===== config.mk =====
export PLATFORM = sky130hd
export DESIGN_NAME = shared_counter_barrier_server_unit
export DESIGN_NICKNAME = d
export VERILOG_FILES = /design/src/scbs_pkg.sv /design/src/shared_counter_barrier_server_unit.sv /design/src/scbs_front.sv /design/src/scbs_cmd_fifo.sv /design/src/scbs_back.sv
export VERILOG_INCLUDE_DIRS = /design/src /design/src/src
export SDC_FILE = /design/constraint.sdc
export NUM_CORES = 1
export LEC_CHECK = 0
export BUFFER_PORTS_ARGS = -buffer_cell sky130_fd_sc_hd__clkbuf_2
export CAP_MARGIN = 20
export CORE_ASPECT_RATIO = 1.4
export CORE_MARGIN = 2
export CORE_UTILIZATION = 45
export DETAILED_ROUTE_END_ITERATION = 10
export GPL_ROUTABILITY_DRIVEN = 1
export GPL_TIMING_DRIVEN = 1
export SLEW_MARGIN = 20
export SYNTH_ARGS = -nofsm -noshare
export SYNTH_HDL_FRONTEND = slang
export SYNTH_SLANG_ARGS = --single-unit

===== constraint.sdc =====
create_clock -name clk -period 5.3 [get_ports clk]
set_input_delay 0.795 -clock clk [delete_from_list [all_inputs] [get_ports clk]]
set_output_delay 0.795 -clock clk [all_outputs]
set_load 0.01 [all_outputs]

===== src/shared_counter_barrier_server_unit_defines.svh =====
// Assertion macros for the shared counter barrier server.
// Uses the clk and rst_n names of the including module; empty under SYNTHESIS.
`ifndef SHARED_COUNTER_BARRIER_SERVER_UNIT_DEFINES_SVH
`define SHARED_COUNTER_BARRIER_SERVER_UNIT_DEFINES_SVH

`ifndef SYNTHESIS
// same-cycle implication
`define SCBS_ASSERT_SAME(label, ante, cons) \
  label: assert property (@(posedge clk) disable iff (!rst_n) (ante) |-> (cons)) \
    else $error("scbs: same-cycle check failed");
// next-cycle implication
`define SCBS_ASSERT_NEXT(label, ante, cons) \
  label: assert property (@(posedge clk) disable iff (!rst_n) (ante) |=> (cons)) \
    else $error("scbs: next-cycle check failed");
`else
`define SCBS_ASSERT_SAME(label, ante, cons)
`define SCBS_ASSERT_NEXT(label, ante, cons)
`endif

`endif


===== src/scbs_pkg.sv =====
// Shared types and constants for the shared counter barrier server.
// No dependencies.
`default_nettype none

package scbs_pkg;

  localparam int DEF_MAX_NODES     = 64;
  localparam int DEF_COUNTER_WIDTH = 32;

  // classified request kinds
  typedef enum logic [1:0] {
    OP_FETCH,
    OP_LOOP,
    OP_TERM
  } op_t;

  typedef struct packed {
    op_t         op;
    logic [5:0]  src;
    logic [6:0]  group;
    logic [15:0] incr;
  } cmd_t;

  typedef struct packed {
    logic halted;
    logic releasing;
  } back_stat_t;

endpackage

`default_nettype wire


===== src/shared_counter_barrier_server_unit.sv =====
// Top level of the shared counter barrier server: front end, command queue, back end.
// Depends on scbs_pkg, scbs_front, scbs_cmd_fifo, scbs_back and the defines header.
//
//   channel   direction  handshake            payload
//   in_       request    in_valid / in_stall  action, source_node, group_size, increment
//   out_      reply      out_valid / out_stall dest_node, counter_value, last, finished
//   cfg_      register   cfg_wr_en            cfg_wr_data (node_count)
//
// Fetch and loop-done requests without release are served from the idle state, so the block
// sustains one such request per cycle unless a fetch waits on a stalled output register.
// The queue holds two entries. A loop release reads each waiter from memory, then loads it
// into the output register; a termination release sends one reply per cycle. Output register
// stalls hold the back end. Reset is synchronous; the waiter list needs no clearing, and
// node_count comes up as 64.
`default_nettype none
`include "shared_counter_barrier_server_unit_defines.svh"

module shared_counter_barrier_server_unit #(
  parameter int MAX_NODES     = scbs_pkg::DEF_MAX_NODES,
  parameter int COUNTER_WIDTH = scbs_pkg::DEF_COUNTER_WIDTH
) (
  input  wire logic        clk,
  input  wire logic        rst_n,
  input  wire logic        cfg_wr_en,
  input  wire logic [6:0]  cfg_wr_data,
  input  wire logic        in_valid,
  output logic             in_stall,
  input  wire logic [1:0]  in_action,
  input  wire logic [5:0]  in_source_node,
  input  wire logic [6:0]  in_group_size,
  input  wire logic [15:0] in_increment,
  output logic             out_valid,
  input  wire logic        out_stall,
  output logic [5:0]       out_dest_node,
  output logic [31:0]      out_counter_value,
  output logic             out_last,
  output logic             out_finished
);
  import scbs_pkg::*;

  logic       q_ready, q_push, cmd_valid, cmd_pop;
  cmd_t       q_cmd, cmd;
  back_stat_t stat;

  scbs_front u_front (
    .in_valid       (in_valid),
    .in_stall       (in_stall),
    .in_action      (in_action),
    .in_source_node (in_source_node),
    .in_group_size  (in_group_size),
    .in_increment   (in_increment),
    .q_ready        (q_ready),
    .q_push         (q_push),
    .q_cmd          (q_cmd)
  );

  scbs_cmd_fifo u_cmd_fifo (
    .clk       (clk),
    .rst_n     (rst_n),
    .push      (q_push),
    .push_cmd  (q_cmd),
    .ready     (q_ready),
    .cmd_valid (cmd_valid),
    .cmd       (cmd),
    .pop       (cmd_pop)
  );

  scbs_back #(
    .MAX_NODES     (MAX_NODES),
    .COUNTER_WIDTH (COUNTER_WIDTH)
  ) u_back (
    .clk               (clk),
    .rst_n             (rst_n),
    .cfg_wr_en         (cfg_wr_en),
    .cfg_wr_data       (cfg_wr_data),
    .cmd_valid         (cmd_valid),
    .cmd               (cmd),
    .cmd_pop           (cmd_pop),
    .out_valid         (out_valid),
    .out_stall         (out_stall),
    .out_dest_node     (out_dest_node),
    .out_counter_value (out_counter_value),
    .out_last          (out_last),
    .out_finished      (out_finished),
    .stat              (stat)
  );

  // nothing more goes out after the final termination reply
  `SCBS_ASSERT_NEXT(a_quiet_after_finish, out_valid && !out_stall && out_finished && out_last, !out_valid)
  // once halted, only termination replies can still be waiting
  `SCBS_ASSERT_SAME(a_halted_reply_finished, stat.halted && out_valid, out_finished)
  // halting coincides with loading the last termination reply
  `SCBS_ASSERT_SAME(a_halt_on_last, $rose(stat.halted), out_valid && out_last && out_finished)
  // the queue is left alone during a release burst
  `SCBS_ASSERT_SAME(a_no_pop_in_burst, stat.releasing, !cmd_pop)

endmodule

`default_nettype wire


===== src/scbs_front.sv =====
// Front end: takes request transfers and classifies them into queue commands.
// Depends on scbs_pkg.
`default_nettype none

module scbs_front (
  input  wire logic        in_valid,
  output logic             in_stall,
  input  wire logic [1:0]  in_action,
  input  wire logic [5:0]  in_source_node,
  input  wire logic [6:0]  in_group_size,
  input  wire logic [15:0] in_increment,
  input  wire logic        q_ready,
  output logic             q_push,
  output scbs_pkg::cmd_t   q_cmd
);
  import scbs_pkg::*;

  localparam logic [1:0] ACT_FETCH = 2'd0;
  localparam logic [1:0] ACT_LOOP  = 2'd1;
  localparam logic [1:0] ACT_TERM  = 2'd2;

  logic known;

  assign in_stall = !q_ready;

  always_comb begin
    known    = 1'b1;
    q_cmd.op = OP_FETCH;
    unique case (in_action)
      ACT_FETCH: q_cmd.op = OP_FETCH;
      ACT_LOOP:  q_cmd.op = OP_LOOP;
      ACT_TERM:  q_cmd.op = OP_TERM;
      default:   known = 1'b0;   // unused code: swallowed here
    endcase
    q_cmd.src   = in_source_node;
    q_cmd.group = in_group_size;
    q_cmd.incr  = in_increment;
  end

  assign q_push = in_valid && q_ready && known;

endmodule

`default_nettype wire


===== src/scbs_cmd_fifo.sv =====
// Short command queue between front end and back end.
// Depends on scbs_pkg.
`default_nettype none

module scbs_cmd_fifo (
  input  wire logic           clk,
  input  wire logic           rst_n,
  input  wire logic           push,
  input  wire scbs_pkg::cmd_t push_cmd,
  output logic                ready,
  output logic                cmd_valid,
  output scbs_pkg::cmd_t      cmd,
  input  wire logic           pop
);
  import scbs_pkg::*;

  localparam int DEPTH = 2;
  localparam int PTR_W = $clog2(DEPTH);
  localparam int CNT_W = $clog2(DEPTH + 1);

  cmd_t             slot_r [DEPTH];
  logic [PTR_W-1:0] wr_ptr_r, wr_ptr_nxt;
  logic [PTR_W-1:0] rd_ptr_r, rd_ptr_nxt;
  logic [CNT_W-1:0] count_r, count_nxt;
  logic             do_push, do_pop;

  assign ready     = (count_r != CNT_W'(DEPTH));
  assign cmd_valid = (count_r != '0);
  assign cmd       = slot_r[rd_ptr_r];
  assign do_push   = push && ready;
  assign do_pop    = pop && cmd_valid;

  always_comb begin
    wr_ptr_nxt = wr_ptr_r;
    rd_ptr_nxt = rd_ptr_r;
    if (do_push) begin
      wr_ptr_nxt = (wr_ptr_r == PTR_W'(DEPTH - 1)) ? '0 : wr_ptr_r + PTR_W'(1);
    end
    if (do_pop) begin
      rd_ptr_nxt = (rd_ptr_r == PTR_W'(DEPTH - 1)) ? '0 : rd_ptr_r + PTR_W'(1);
    end
    count_nxt = count_r + CNT_W'(do_push) - CNT_W'(do_pop);
  end

  always_ff @(posedge clk) begin
    if (!rst_n) begin
      wr_ptr_r <= '0;
      rd_ptr_r <= '0;
      count_r  <= '0;
    end else begin
      wr_ptr_r <= wr_ptr_nxt;
      rd_ptr_r <= rd_ptr_nxt;
      count_r  <= count_nxt;
    end
    if (do_push) begin
      slot_r[wr_ptr_r] <= push_cmd;
    end
  end

endmodule

`default_nettype wire


===== src/scbs_back.sv =====
// Back end: counter, waiter list memory, termination count and reply sequencer.
// Depends on scbs_pkg.
`default_nettype none

module scbs_back #(
  parameter int MAX_NODES     = scbs_pkg::DEF_MAX_NODES,
  parameter int COUNTER_WIDTH = scbs_pkg::DEF_COUNTER_WIDTH
) (
  input  wire logic           clk,
  input  wire logic           rst_n,
  input  wire logic           cfg_wr_en,
  input  wire logic [6:0]     cfg_wr_data,
  input  wire logic           cmd_valid,
  input  wire scbs_pkg::cmd_t cmd,
  output logic                cmd_pop,
  output logic                out_valid,
  input  wire logic           out_stall,
  output logic [5:0]          out_dest_node,
  output logic [31:0]         out_counter_value,
  output logic                out_last,
  output logic                out_finished,
  output scbs_pkg::back_stat_t stat
);
  import scbs_pkg::*;

  localparam int IDX_W  = $clog2(MAX_NODES);
  localparam int WCNT_W = $clog2(MAX_NODES + 1);
  localparam int WCMP_W = (WCNT_W > 7) ? WCNT_W : 7;
  localparam int NW     = (WCNT_W > 7) ? WCNT_W : 7;

  typedef enum logic [1:0] {
    ST_IDLE,
    ST_LREAD,
    ST_LEMIT,
    ST_TEMIT
  } state_t;

  state_t                   state_r, state_nxt;
  logic [COUNTER_WIDTH-1:0] counter_r, counter_nxt;
  logic [WCNT_W-1:0]        waiter_count_r, waiter_count_nxt;
  logic [6:0]               term_count_r, term_count_nxt;
  logic                     halted_r, halted_nxt;
  logic [6:0]               node_count_r;
  logic [IDX_W-1:0]         idx_r, idx_nxt;
  logic                     out_valid_r, out_valid_nxt;
  logic [5:0]               out_dest_r, out_dest_nxt;
  logic [31:0]              out_value_r, out_value_nxt;
  logic                     out_last_r, out_last_nxt;
  logic                     out_fin_r, out_fin_nxt;

  logic [5:0]               waiter_mem [MAX_NODES];
  logic [5:0]               rd_data_r;
  logic                     mem_we;

  logic                     out_free;
  logic [COUNTER_WIDTH+31:0] cnt_ext;
  logic [31:0]              reply_value;
  logic [COUNTER_WIDTH+15:0] fetch_sum;
  logic [WCNT_W-1:0]        wcnt_inc;
  logic                     list_full, group_hit;
  logic [6:0]               term_inc;
  logic [NW-1:0]            nc_w, nodes;
  logic                     term_release, term_last;
  logic [IDX_W+5:0]         idx_ext;

  assign out_free    = !out_valid_r || !out_stall;
  assign cnt_ext     = {32'd0, counter_r};
  assign reply_value = cnt_ext[31:0];
  assign fetch_sum   = {16'd0, counter_r} + {{COUNTER_WIDTH{1'b0}}, cmd.incr};
  assign wcnt_inc    = waiter_count_r + WCNT_W'(1);
  assign list_full   = (waiter_count_r >= WCNT_W'(MAX_NODES));
  assign group_hit   = (WCMP_W'(wcnt_inc) == WCMP_W'(cmd.group));
  assign term_inc    = (term_count_r != 7'h7F) ? term_count_r + 7'd1 : term_count_r;
  assign idx_ext     = {6'd0, idx_r};

  // node count clamped to 1..MAX_NODES
  assign nc_w  = NW'(node_count_r);
  assign nodes = (nc_w == '0) ? NW'(1) :
                 (nc_w > NW'(MAX_NODES)) ? NW'(MAX_NODES) : nc_w;
  assign term_release = (NW'(term_inc) >= nodes);
  assign term_last    = (NW'(idx_r) == nodes - NW'(1));

  always_comb begin
    state_nxt        = state_r;
    counter_nxt      = counter_r;
    waiter_count_nxt = waiter_count_r;
    term_count_nxt   = term_count_r;
    halted_nxt       = halted_r;
    idx_nxt          = idx_r;
    out_valid_nxt    = out_valid_r && out_stall;
    out_dest_nxt     = out_dest_r;
    out_value_nxt    = out_value_r;
    out_last_nxt     = out_last_r;
    out_fin_nxt      = out_fin_r;
    cmd_pop          = 1'b0;
    mem_we           = 1'b0;

    unique case (state_r)
      ST_IDLE: begin
        if (cmd_valid) begin
          if (halted_r) begin
            cmd_pop = 1'b1;
          end else begin
            unique case (cmd.op)
              OP_FETCH: begin
                if (out_free) begin
                  cmd_pop       = 1'b1;
                  out_valid_nxt = 1'b1;
                  out_dest_nxt  = cmd.src;
                  out_value_nxt = reply_value;
                  out_last_nxt  = 1'b1;
                  out_fin_nxt   = 1'b0;
                  counter_nxt   = fetch_sum[COUNTER_WIDTH-1:0];
                end
              end
              OP_LOOP: begin
                cmd_pop = 1'b1;
                if (!list_full) begin
                  mem_we           = 1'b1;
                  waiter_count_nxt = wcnt_inc;
                  if (group_hit) begin
                    // newest entry is the one written now
                    idx_nxt   = waiter_count_r[IDX_W-1:0];
                    state_nxt = ST_LREAD;
                  end
                end
              end
              OP_TERM: begin
                cmd_pop        = 1'b1;
                term_count_nxt = term_inc;
                if (term_release) begin
                  idx_nxt   = '0;
                  state_nxt = ST_TEMIT;
                end
              end
              default: cmd_pop = 1'b1;
            endcase
          end
        end
      end
      ST_LREAD: state_nxt = ST_LEMIT;
      ST_LEMIT: begin
        if (out_free) begin
          out_valid_nxt = 1'b1;
          out_dest_nxt  = rd_data_r;
          out_value_nxt = reply_value;
          out_last_nxt  = (idx_r == '0);
          out_fin_nxt   = 1'b0;
          if (idx_r == '0) begin
            counter_nxt      = '0;
            waiter_count_nxt = '0;
            state_nxt        = ST_IDLE;
          end else begin
            idx_nxt   = idx_r - IDX_W'(1);
            state_nxt = ST_LREAD;
          end
        end
      end
      ST_TEMIT: begin
        if (out_free) begin
          out_valid_nxt = 1'b1;
          out_dest_nxt  = idx_ext[5:0];
          out_value_nxt = reply_value;
          out_last_nxt  = term_last;
          out_fin_nxt   = 1'b1;
          if (term_last) begin
            halted_nxt = 1'b1;
            state_nxt  = ST_IDLE;
          end else begin
            idx_nxt = idx_r + IDX_W'(1);
          end
        end
      end
      default: state_nxt = ST_IDLE;
    endcase
  end

  always_ff @(posedge clk) begin
    if (!rst_n) begin
      state_r        <= ST_IDLE;
      counter_r      <= '0;
      waiter_count_r <= '0;
      term_count_r   <= '0;
      halted_r       <= 1'b0;
      node_count_r   <= 7'd64;
      idx_r          <= '0;
      out_valid_r    <= 1'b0;
    end else begin
      state_r        <= state_nxt;
      counter_r      <= counter_nxt;
      waiter_count_r <= waiter_count_nxt;
      term_count_r   <= term_count_nxt;
      halted_r       <= halted_nxt;
      idx_r          <= idx_nxt;
      out_valid_r    <= out_valid_nxt;
      if (cfg_wr_en) begin
        node_count_r <= cfg_wr_data;
      end
    end
    out_dest_r  <= out_dest_nxt;
    out_value_r <= out_value_nxt;
    out_last_r  <= out_last_nxt;
    out_fin_r   <= out_fin_nxt;
  end

  // waiter list: one write port, one registered read port
  always_ff @(posedge clk) begin
    if (mem_we) begin
      waiter_mem[waiter_count_r[IDX_W-1:0]] <= cmd.src;
    end
    if (state_r == ST_LREAD) begin
      rd_data_r <= waiter_mem[idx_r];
    end
  end

  assign out_valid         = out_valid_r;
  assign out_dest_node     = out_dest_r;
  assign out_counter_value = out_value_r;
  assign out_last          = out_last_r;
  assign out_finished      = out_fin_r;
  assign stat.halted       = halted_r;
  assign stat.releasing    = (state_r != ST_IDLE);

endmodule

`default_nettype wire


; Yosys cells after proc, flatten, opt, wreduce, memory -nomap -nowiden
; Memory sizes are Yosys's and may differ from the RTL's. A register that Yosys moved wholly into a read port is not among the register bits.
; Cells that the tools add are included.
[op_classes]
addsub = 10
n_eq_ne = 27
magnitude_cmp = 3
reduce_logical = 29
bitwise_logic = 1
muxes = 88
[ops]
columns = operator, n
row1 = $mux 32, 10
row2 = $pmux 32 s2, 2
row3 = $mux 6, 15
row4 = $mux 7, 9
row5 = $pmux 6 s3, 2
row6 = $mux 1, 34
row7 = $add 32x16->32, 1
row8 = $reduce_and 7->1, 3
row9 = $mux 2, 8
row10 = $ne 2x2->1 const B, 8
row11 = $add 7x1->7 const B, 2
row12 = $pmux 7 s2, 1
row13 = $pmux 6 s2, 1
row14 = $reduce_and 11->1, 1
row15 = $ne 2x1->1 const B, 5
row16 = $reduce_and 9->1, 1
row17 = $eq 2x2->1 const B, 4
row18 = $pmux 2 s2, 2
row19 = $pmux 2 s4, 1
row20 = $reduce_and 4->1, 2
row21 = $eq 6x7->1, 1
row22 = $eq 7x7->1, 1
row23 = $ge 7x7->1, 1
row24 = $ge 7x7->1 const B, 1
row25 = other kinds (26), 42
[word_totals]
word_cells = 175
ff_bits = 107
in_bits = 43
output_inout_bits = 42
n_memories = 2
ramBits = 446
[mem_list]
columns = name, depth, width, rd, rd_ports_with_merged_regs, wr, line
row1 = u_back.waiter_mem, 64, 6, 1, 1, 1, scbs_back.sv:51  ; logic [5:0] waiter_mem [MAX_NODES];
row2 = u_cmd_fifo.slot_r, 2, 31, 1, 1, 1, scbs_cmd_fifo.sv:21  ; cmd_t slot_r [DEPTH];

; Depth between registers and ports, before layout
[depth]
word_depth = 10
ltp_mapped = 17
mapped_depth_nobuf = 15

; By module
; Synthesis repeated with hierarchy kept, for this count alone.
[hier_totals]
hier_cells = 1486
hier_area_um2 = 23801.6
[by_module_without_submodules]
columns = module, seq_area_each_um2, area_each_um2, instances, cells_each
row1 = scbs_back, 14173.6, 21067.7, 1, 1327
row2 = scbs_cmd_fifo, 1961.9, 2488.6, 1, 125
row3 = scbs_front, 0.0, 245.2, 1, 34

; Worst setup path before layout
; Ideal clock, no wire load.
[synth_path]
path_type = register to register
startpoint = register with a tool-made name
endpoint = register u_back.out_value_r[0] (netlist: u_back.out_counter_value[0]), enable pin
arrival_time_ns = 3.431
n_path_buf = 4
stages_incl_launch_ff = 11
period_less_slack_ns = 3.852
path_slack_ns = 1.448
setup_time_ns = 0.421
cell_sequence = dfxtp_1 -> buf_6 -> buf_8 -> clkbuf_1 -> buf_1 -> mux2i_1 -> ha_1 -> nand2b_1 -> nor3_1 -> nor2_1 -> nor2_1
[synth_lines]
columns = item, line
row1 = to (signal assigned), scbs_back.sv:201  ; out_value_r <= out_value_nxt;
row2 = to (decl), scbs_back.sv:47  ; logic [31:0] out_value_r, out_value_nxt;

==> metrics.txt <==
outcome finished clean; global route total overflow 0; minimum clock period 3.89 ns; post-cts sizing count 0; Setup Buffers After CTS 0; CTS tree yes; hold slack final 0.402 ns; WP data arrival 4.33 ns; Die Span Y 274 µm; IO Pins 85; crit start category flip-flop; final cell count without fillers 2249; Clock Sink Count 560; layout cells sized above 1 20.9%; final hold vios 0; first-pass GRT wire length 80900 µm; MaxCap Viol Count 0; root buffer cell clkbuf_16; Post-Synthesis Net Count 1545; GRT Util Overall 20.0%; 1st-pass router iterations 5; syn_area_per_cell 16.1 µm²; Least-Margin Pin Slew 0.970 ns; Starting DRT DRC Count 860; Final Core Density 50.7%; area delta synth->final 12.1%; post-synth top area cell edfxtp_1; post-route ant nets 0; fin crit share 73.4%; Post-Synthesis Cells 1459; most frequent cells in the layout edfxtp_1 (492), nor2_1 (144), mux4_2 (89), clkbuf_2 (84); H-tree depth 2; CP Buf/Inv Count 0; Inserted Clock Buffers 52; Worst-path clk slew 0.06 ns; Worst Setup End Kind flip-flop; CP top delay family compound AO/OA/AOI/OAI gates; Synth cell types 68; placed inst area 24500 µm²; fin. max-slew vios 0; DR vias/cell 5.71; worst-path fanout max 16; Async S/R FF share, synth 0%; Pleak 8.65 nW; mapped cell area 23400 µm²; row count 99; top cell type's share of synthesized area 63.0%; WL final 53300 µm; sequential-to-total area share from yosys stat 68.8%; total power draw 12.5 mW; CP peak stage delay 0.85 ns; synth warn 0; port buffer count 84; Hold Crit Class in -> reg; Crit Path Category reg -> reg; unrepaired setup endpoints after global routing no; setup ws final 1.41 ns; final setup skew 0.0218 ns; post-route cell area 26300 µm²; core area 51800 µm²; global routing usage on met1 24.1%; largest net degree at the start of global routing 66; n_diodes 0; Synth Flop Type edfxtp_1; hold path startpoint in_source_node[2]; WP data required 5.74 ns; initial antenna violation count 0; DRC Markers 0; dpl ws 1.36 ns; maximum clock frequency 257 MHz; Worst slew margin 35.2%; Worst path slowest cell dfxtp_1; WL/cell 23.7 µm; number of synthesized flops with an enable pin 492; largest cells by area after synthesis edfxtp_1 (63%), mux4_2 (8.6%), dfxtp_1 (5.8%), mux2i_1 (2.5%), nor2_1 (2.3%); GPL Wtd Cong 0.833; full die area 53900 µm²; hold buffers post-CTS 0; Pwr Density 476 nW/µm²; Die Wd 197 µm; starting density of the core 45.3%; critical-path cell list mux2_2 > ha_1 > fa_1 > a21oi_1 > o21ai_0 > o311a_1 > a221oi_2 > o221a_2 > nor3b_1 > xnor2_1 > nor2_1; # setup viols final 0; commonest non-fill, non-tap cell in the layout edfxtp_1; met3 GRT Util 2.57%; Post-DP HPWL 34600 µm; placed cells 2151; CTS max path bufs 3; via count 12800; # nets final 1635; Top Usage Layer GRT met2; total negative slack 0 ns; GRT met2 Usage 36.4%; Worst-Skew Late Latency 0.60 ns; peak supply drop 0.224 mV; Seq cells post-synth 560; vias in the first global route 13200
[worst register-to-register path, delay by kind of cell (launching register included)]
family	cells	cell delay, ns
AOI/OAI and AO/OA	5	1.51
xor gates and xnor gates	1	0.16
adders and majority gates	2	0.67
DFF	1	0.85
muxes	1	0.42
and+or+nand+nor	2	0.16
[sequential cells by signal, indices dropped and copies added (netlist names), 2 cells and up, named ones only]
register,cells
u_back.idx_r,6
u_back.waiter_mem,384
u_cmd_fifo.count_r,2
u_back.waiter_count_r,7
u_back.counter_r,32
u_back.out_counter_value,32
u_back.nc_w,7
u_cmd_fifo.slot_r,62
u_back.term_count_r,7
u_back.rd_data_r,6
u_back.out_dest_node,6
u_back.state_r,2
[area by class of cell]
type	instances	area, µm²
Sequential cell	560	16100
Clock buffer	70	1450
Multi-Input combinational cell	809	6880
Timing Repair Buffer	106	611
Tap cell	656	821
Inverter	20	75.1
Clock inverter	28	290
Fill cell	4271	25500
[path summary, 6_finish.rpt]
kind	end	slack [ns]	cells after the start
max	u_back.counter_r[24]$_SDFFE_PN0P_	1.41	11
min	u_cmd_fifo.slot_r[0][25]$_DFFE_PP_	0.40	1
max reg2reg	u_back.counter_r[24]$_SDFFE_PN0P_	1.41	11
min reg2reg	u_back.out_counter_value[9]$_DFFE_PP_	0.47	0
[cells by family (layout without fill, tap and decap cells)]
logic type      count (synthesis)  in the layout  share of synthesized area (%)
flops                         560            560                           68.8
simple gates                  327            327                           6.40
compound gates                204            204                           5.89
mux                           180            180                           12.6
buf+inv                        90            224                           1.84
xor+xnor                       55             55                           2.06
fa+ha+maj                      43             43                           2.36
[routing by layer]
layer	part of all wire (%)	vias up
met5	0	-
li1	-	5873
met3	4.4	100
met2	53	352
met4	3.4	0
met1	39	6522
[power by group]
part / internal, mW / leakage, nW / switching [mW] / total, mW
clock network: 2.13 / 0.827 / 1.64 / 3.77
registers: 5.48 / 5.01 / 0.266 / 5.74
logic: 1.13 / 2.81 / 1.87 / 3.00
total: 8.74 / 8.65 / 3.78 / 12.5
[cells in the mapped netlist, types with 14 or more instances]
cell / instances
mux2_2: 32
ha_1: 41
xnor2_1: 32
nor2_1: 145
mux4_2: 89
a21oi_1: 65
inv_1: 17
nand2_1: 60
nand3_1: 35
nor3_1: 17
edfxtp_1: 492
clkbuf_1: 29
dfxtp_1: 68
o21ai_0: 30
xor2_1: 23
buf_1: 14
mux2i_1: 59
Note: power is estimated with default switching activity, not from simulation.
